==> src/rtl/gtp_pkg.sv <==
// Shared types and constants for the go-to-point drive command block.
// Used by gtp_ctrl, gtp_dpath and go_to_point_drive_command.
package gtp_pkg;

    localparam int CORDIC_STEPS = 16;
    localparam int SQRT_STEPS   = 17;
    localparam int ITER_N       = (CORDIC_STEPS > SQRT_STEPS) ? CORDIC_STEPS : SQRT_STEPS;
    localparam int DIV_BITS     = 26;
    localparam int CNT_W        = 5;

    localparam logic [13:0]        K_SCALE   = 14'd11356;
    localparam logic signed [35:0] PI_Q30    = 36'sd3373259426;
    localparam logic signed [35:0] TWO_PI_Q30 = 36'sd6746518852;

    // configuration register indexes
    localparam logic [1:0] REG_WIDTH  = 2'd0;
    localparam logic [1:0] REG_HEIGHT = 2'd1;
    localparam logic [1:0] REG_DGAIN  = 2'd2;
    localparam logic [1:0] REG_TGAIN  = 2'd3;

    typedef enum logic [3:0] {
        S_IDLE, S_DIVX_LD, S_DIVX, S_DIVY_LD, S_DIVY, S_DIFF,
        S_SETUP, S_ITER, S_WRAP, S_ROUND, S_SCALE, S_DONE
    } t_state;

    typedef enum logic [3:0] {
        OP_NONE, OP_LOAD, OP_DIVX_LD, OP_DIV_STEP, OP_DIVY_LD, OP_DIFF,
        OP_SETUP, OP_ITER, OP_WRAP, OP_ROUND, OP_SCALE, OP_PUBLISH
    } t_op;

    typedef struct packed {
        t_op              op;
        logic [CNT_W-1:0] step;
    } t_cmd;

    typedef struct packed {
        logic out_free;
    } t_stat;

    // arctangent of 2^-i in units of 2^-30 rad
    function automatic logic signed [35:0] atan_q30(input logic [CNT_W-1:0] i);
        logic signed [35:0] v;
        begin
            case (i)
                5'd0:  v = 36'sh03243F6A8;
                5'd1:  v = 36'sh01DAC6705;
                5'd2:  v = 36'sh00FADBAFC;
                5'd3:  v = 36'sh007F56EA6;
                5'd4:  v = 36'sh003FEAB76;
                5'd5:  v = 36'sh001FFD55B;
                5'd6:  v = 36'sh000FFFAAA;
                5'd7:  v = 36'sh0007FFF55;
                5'd8:  v = 36'sh0003FFFEA;
                5'd9:  v = 36'sh0001FFFFD;
                5'd10: v = 36'sh0000FFFFF;
                5'd11: v = 36'sh00007FFFF;
                5'd12: v = 36'sh00003FFFF;
                5'd13: v = 36'sh00001FFFF;
                5'd14: v = 36'sh00000FFFF;
                5'd15: v = 36'sh000007FFF;
                5'd16: v = 36'sh000003FFF;
                5'd17: v = 36'sh000001FFF;
                5'd18: v = 36'sh000000FFF;
                5'd19: v = 36'sh0000007FF;
                5'd20: v = 36'sh0000003FF;
                5'd21: v = 36'sh0000001FF;
                5'd22: v = 36'sh0000000FF;
                5'd23: v = 36'sh00000007F;
                default: v = 36'sd0;
            endcase
            return v;
        end
    endfunction

endpackage

==> src/rtl/gtp_ctrl.sv <==
// Sequencer for the go-to-point block: steps the datapath through
// divide, CORDIC/square-root and scaling phases. Depends on gtp_pkg.
module gtp_ctrl import gtp_pkg::*; (
    input  logic  i_clk,
    input  logic  i_rst_n,
    input  logic  i_in_valid,
    input  logic  i_in_action,
    output logic  o_in_stall,
    input  t_stat i_stat,
    output t_cmd  o_cmd
);

    t_state r_state, n_state;
    logic [CNT_W-1:0] r_cnt, n_cnt;

    // state and step counter
    always_ff @(posedge i_clk) begin
        if (!i_rst_n) begin
            r_state <= S_IDLE;
            r_cnt   <= '0;
        end else begin
            r_state <= n_state;
            r_cnt   <= n_cnt;
        end
    end

    // next state and datapath command
    always_comb begin
        n_state    = r_state;
        n_cnt      = '0;
        o_cmd.op   = OP_NONE;
        o_cmd.step = r_cnt;
        o_in_stall = (r_state != S_IDLE);
        case (r_state)
            S_IDLE: begin
                if (i_in_valid) begin
                    o_cmd.op = OP_LOAD;
                    if (i_in_action) n_state = S_DIVX_LD;
                end
            end
            S_DIVX_LD: begin
                o_cmd.op = OP_DIVX_LD;
                n_state  = S_DIVX;
            end
            S_DIVX: begin
                o_cmd.op = OP_DIV_STEP;
                n_cnt    = r_cnt + 1'b1;
                if (r_cnt == CNT_W'(DIV_BITS - 1)) begin
                    n_state = S_DIVY_LD;
                    n_cnt   = '0;
                end
            end
            S_DIVY_LD: begin
                o_cmd.op = OP_DIVY_LD;
                n_state  = S_DIVY;
            end
            S_DIVY: begin
                o_cmd.op = OP_DIV_STEP;
                n_cnt    = r_cnt + 1'b1;
                if (r_cnt == CNT_W'(DIV_BITS - 1)) begin
                    n_state = S_DIFF;
                    n_cnt   = '0;
                end
            end
            S_DIFF: begin
                o_cmd.op = OP_DIFF;
                n_state  = S_SETUP;
            end
            S_SETUP: begin
                o_cmd.op = OP_SETUP;
                n_state  = S_ITER;
            end
            S_ITER: begin
                o_cmd.op = OP_ITER;
                n_cnt    = r_cnt + 1'b1;
                if (r_cnt == CNT_W'(ITER_N - 1)) begin
                    n_state = S_WRAP;
                    n_cnt   = '0;
                end
            end
            S_WRAP: begin
                o_cmd.op = OP_WRAP;
                n_state  = S_ROUND;
            end
            S_ROUND: begin
                o_cmd.op = OP_ROUND;
                n_state  = S_SCALE;
            end
            S_SCALE: begin
                o_cmd.op = OP_SCALE;
                n_state  = S_DONE;
            end
            S_DONE: begin
                if (i_stat.out_free) begin
                    o_cmd.op = OP_PUBLISH;
                    n_state  = S_IDLE;
                end
            end
            default: n_state = S_IDLE;
        endcase
    end

    // a target request starts the divide phase, a pose request does not
    a_target_start: assert property (@(posedge i_clk) disable iff (!i_rst_n)
        (r_state == S_IDLE && i_in_valid && i_in_action) |=> r_state == S_DIVX_LD)
        else $error("target request did not start the divide");
    a_pose_idle: assert property (@(posedge i_clk) disable iff (!i_rst_n)
        (r_state == S_IDLE && i_in_valid && !i_in_action) |=> r_state == S_IDLE)
        else $error("pose request left idle");
    a_div_cnt: assert property (@(posedge i_clk) disable iff (!i_rst_n)
        (r_state == S_DIVX || r_state == S_DIVY) |-> r_cnt < CNT_W'(DIV_BITS))
        else $error("divide counter overran");

endmodule

==> config.mk <==
export PLATFORM = sky130hd
export DESIGN_NAME = gtp_ctrl
export DESIGN_NICKNAME = d
export VERILOG_FILES = /design/src/rtl/gtp_pkg.sv /design/src/rtl/gtp_ctrl.sv
export SDC_FILE = /design/constraint.sdc
export NUM_CORES = 1
export LEC_CHECK = 0
export ABC_AREA = 1
export ABC_CLOCK_PERIOD_IN_PS = 1200
export BUFFER_PORTS_ARGS = -buffer_cell sky130_fd_sc_hd__buf_2
export CAP_MARGIN = 20
export CELL_PAD_IN_SITES_DETAIL_PLACEMENT = 1
export CELL_PAD_IN_SITES_GLOBAL_PLACEMENT = 2
export CORE_ASPECT_RATIO = 1.4
export CORE_UTILIZATION = 24
export DETAILED_ROUTE_END_ITERATION = 10
export PLACE_DENSITY = 0.69
export SYNTH_ARGS = -nofsm -noshare
export SYNTH_HDL_FRONTEND = slang
export SYNTH_SLANG_ARGS = --single-unit
==> constraint.sdc <==
create_clock -name i_clk -period 1.2 [get_ports i_clk]
set_input_delay 0.18 -clock i_clk [delete_from_list [all_inputs] [get_ports i_clk]]
set_output_delay 0.18 -clock i_clk [all_outputs]
set_load 0.005 [all_outputs]
==> flow_summary.yaml <==
outcome:
  violations: "negative setup slack"
  status: "finished, violations left"
hold_path:
  hold_path_depth: 3
  hp-class: "input pin to flop"
  holdPathEnd: "r_state[1]"
  worstHoldStart: "i_rst_n"
power:
  ir_drop_mv: 0.8826
  p_total_mw: 2.455
  power_density_mw_per_mm2: 2135
  p_leak_nw: 0.5187
clock_network:
  root_buffer: "clkbuf_4"
  cts-buffers-inserted: 3
  clkLatencyLatePin_ps: 250
  h-tree-depth: 1
  cts.clk_slew.worst_paths_ps: 60
  cts_tree: "yes"
  clock_path_buffers: 2
  cts.sinks: 9
final_layout:
  syn2layout_area_growth_pct: 72.42
  final_common_cell: "buf_4"
  stdcell_count: 173
  layout.nets: 146
  antenna_cells: 0
  final_cell_mix: "16 x buf_4, 14 x buf_2, 11 x nand2_1, 9 x inv_2, 9 x nand2_2"
  drive_gt1_share_pct: 64.96
  utilization_pct: 43.51
yosys:
  synth.distinct_cells: 19
  synth_nets: 109
  ys_warn_count: 0
  syn_inst: 101
  netlist_top_cells_area: "dfxtp_1 27%, nand2_1 12%, inv_1 7.9%"
  yosysSeqAreaShare_pct: 27.02
  synth_top_area_share_pct: 27.02
  netlist_area_um2: 666.9
  yosysTopAreaCell: "dfxtp_1"
  syn_area_per_cell_um2: 6.603
  ys_ff_latch: 9
worst_setup_path:
  crit_fanout: 6
  crit_path_end_kind: "output pin"
  timing.rr.start: "r_state[2]"
  critPathLaunch: "r_state[2]"
  critPathBufInv: 2
  critPathMaxStageDelay_ps: 400
  ff2ff_setup_slack_ps: -160
  slowest_stage: "dfxtp_4"
  critical_path.top_delay_family: "flip-flops"
  reg2reg_depth: 11
  r2r_end: "r_state[2]"
  worstPathRequired_ps: 1020
  worstPathArrival_ps: 1250
  startpoint_type: "flop"
  path_class: "flop to output pin"
  path_cells: "inv_4 -> nor2_4 -> nand2_2 -> nand2_4 -> a21oi_2 -> o2111ai_1 -> buf_2"
drt:
  dr.pass1.iters: 4
  drt_iter0_drc: 4
  dr_total_vias: 759
  antenna_left: 0
  remaining_drc_errors: 0
  drt_wl_total_um: 2068
  vias_per_cell: 4.387
  wl_per_cell_um: 11.95
flow_run:
  drv_cap: 0
die:
  start_util_pct: 25.24
  pin_count: 15
  fp.dieH_um: 64.37
  die_x_um: 46.55
  die-area_mm2: 0.002996
  rows: 22
  core_mm2: 0.002643
place:
  gp_congestion: 0.7753
  dp_hpwl_um: 1597
  port_buffers: 14
  placed_cells: 165
  place_ws_ps: -119.1
sta:
  slew_viol_final: 0
  worst_pin_slew_ps: 261.7
  relSlewSlack_pct: 82.43
  skew_ps: 2.962
  finalHoldViolCount: 0
  finalSetupViolations: 13
  hold_ws_ps: 221.7
  clock.fmax_mhz: 701.6
  worst_slack_ps: -225.4
  finalCritPeriodShare_pct: 118.8
  min_period_ps: 1425
  rsz0062_at_grt: "yes"
grt:
  antenna_found_initial: 0
  grt_pass1_vias: 802
  grt_usage_pct: 15.59
  grt_pass1_wl_um: 3318
  grt_overflow_total: 0
  grt_max_degree: 7
[worst register-to-register path, stage by stage (launching register included)]
cell,delay [ps]
dfxtp_4,400
inv_4,60
nor2_4,130
nand2_2,70
nand2_4,90
buf_4,110
buf_6,100
nand2_8,60
nand3_4,100
nand2_2,60
inv_2,40
nor2_1,30
[synth_stat cells]
| cell type | count |
|---|---|
| a21oi_1 | 2 |
| dfxtp_1 | 9 |
| ha_1 | 3 |
| inv_1 | 14 |
| inv_2 | 5 |
| nand2_1 | 21 |
| nand2_2 | 3 |
| nand2_4 | 2 |
| nand3_1 | 7 |
| nand3_4 | 1 |
| nand4_1 | 6 |
| nor2_1 | 14 |
| nor2_2 | 7 |
| nor3_1 | 1 |
| o2111ai_1 | 1 |
| o21ai_0 | 1 |
| o21ai_4 | 1 |
| xnor2_1 | 1 |
| xor2_1 | 2 |
[state kept, by name, indices dropped and copies added, names as in the netlist]
| name | count |
|---|---|
| r_state | 4 |
| r_cnt | 5 |
[worst max path at each step]
stage,to,slack (ps),cells past startpoint
after global placement,r_state[0],-130,8
after global routing,o_cmd[5],-310,6
final,o_cmd[6],-230,7
after detailed placement,r_state[2],-120,8
after CTS,o_cmd[6],-230,7
after floorplan,r_cnt[2],10,7
[cells by family after synthesis]
| family | after synthesis | synth area share, % |
|---|---|---|
| adder cells (fa/ha/maj) | 3 | 5.629 |
| AO/OA/AOI/OAI | 5 | 6.004 |
| AND/OR/NAND/NOR | 62 | 46.72 |
| flip-flops | 9 | 27.02 |
| buffers and inverters | 19 | 10.69 |
| XOR/XNOR | 3 | 3.941 |
[report_power, final]
group          switching (mW)  total (mW)  internal, mW
registers               0.151       0.549         0.398
logic                   0.902        1.67         0.773
clock network           0.103       0.231         0.128
total                    1.16        2.46          1.30
[per-layer routing]
| metal | vias to the layer above | GRT usage (%) | share of wire (%) |
|---|---|---|---|
| li1 | 386 | - | - |
| met1 | 351 | 14.63 | 33 |
| met2 | 18 | 30.56 | 62 |
| met3 | 4 | 0.8475 | 2.5 |
| met4 | 0 | 7.721 | 1.8 |
| met5 | - | 0 | 0 |
[repair_timing]
item,in CTS,in global routing
hold buffers,0,0
setup endpoints to repair,14,14
setup buffers,2,2
pin swaps,7,10
gates resized for setup,24,31
[final cells by class]
class	count	area [um^2]
Multi-Input combinational cell	73	589.3
Clock buffer	4	26.28
Sequential cell	9	200.2
Fill cell	349	1493
Timing Repair Buffer	32	212.7
Tap cell	36	45.04
Inverter	19	76.32
[through the flow]
stage               setup TNS, ps  area, um^2
finish                      -1892        1150
global route                -3065        1150
CTS                         -1167        1020
detailed placement          -1033       909.6
global placement            -1236       909.6
floorplan                       0       689.4
No activity file was read; power rests on OpenSTA's default activity.
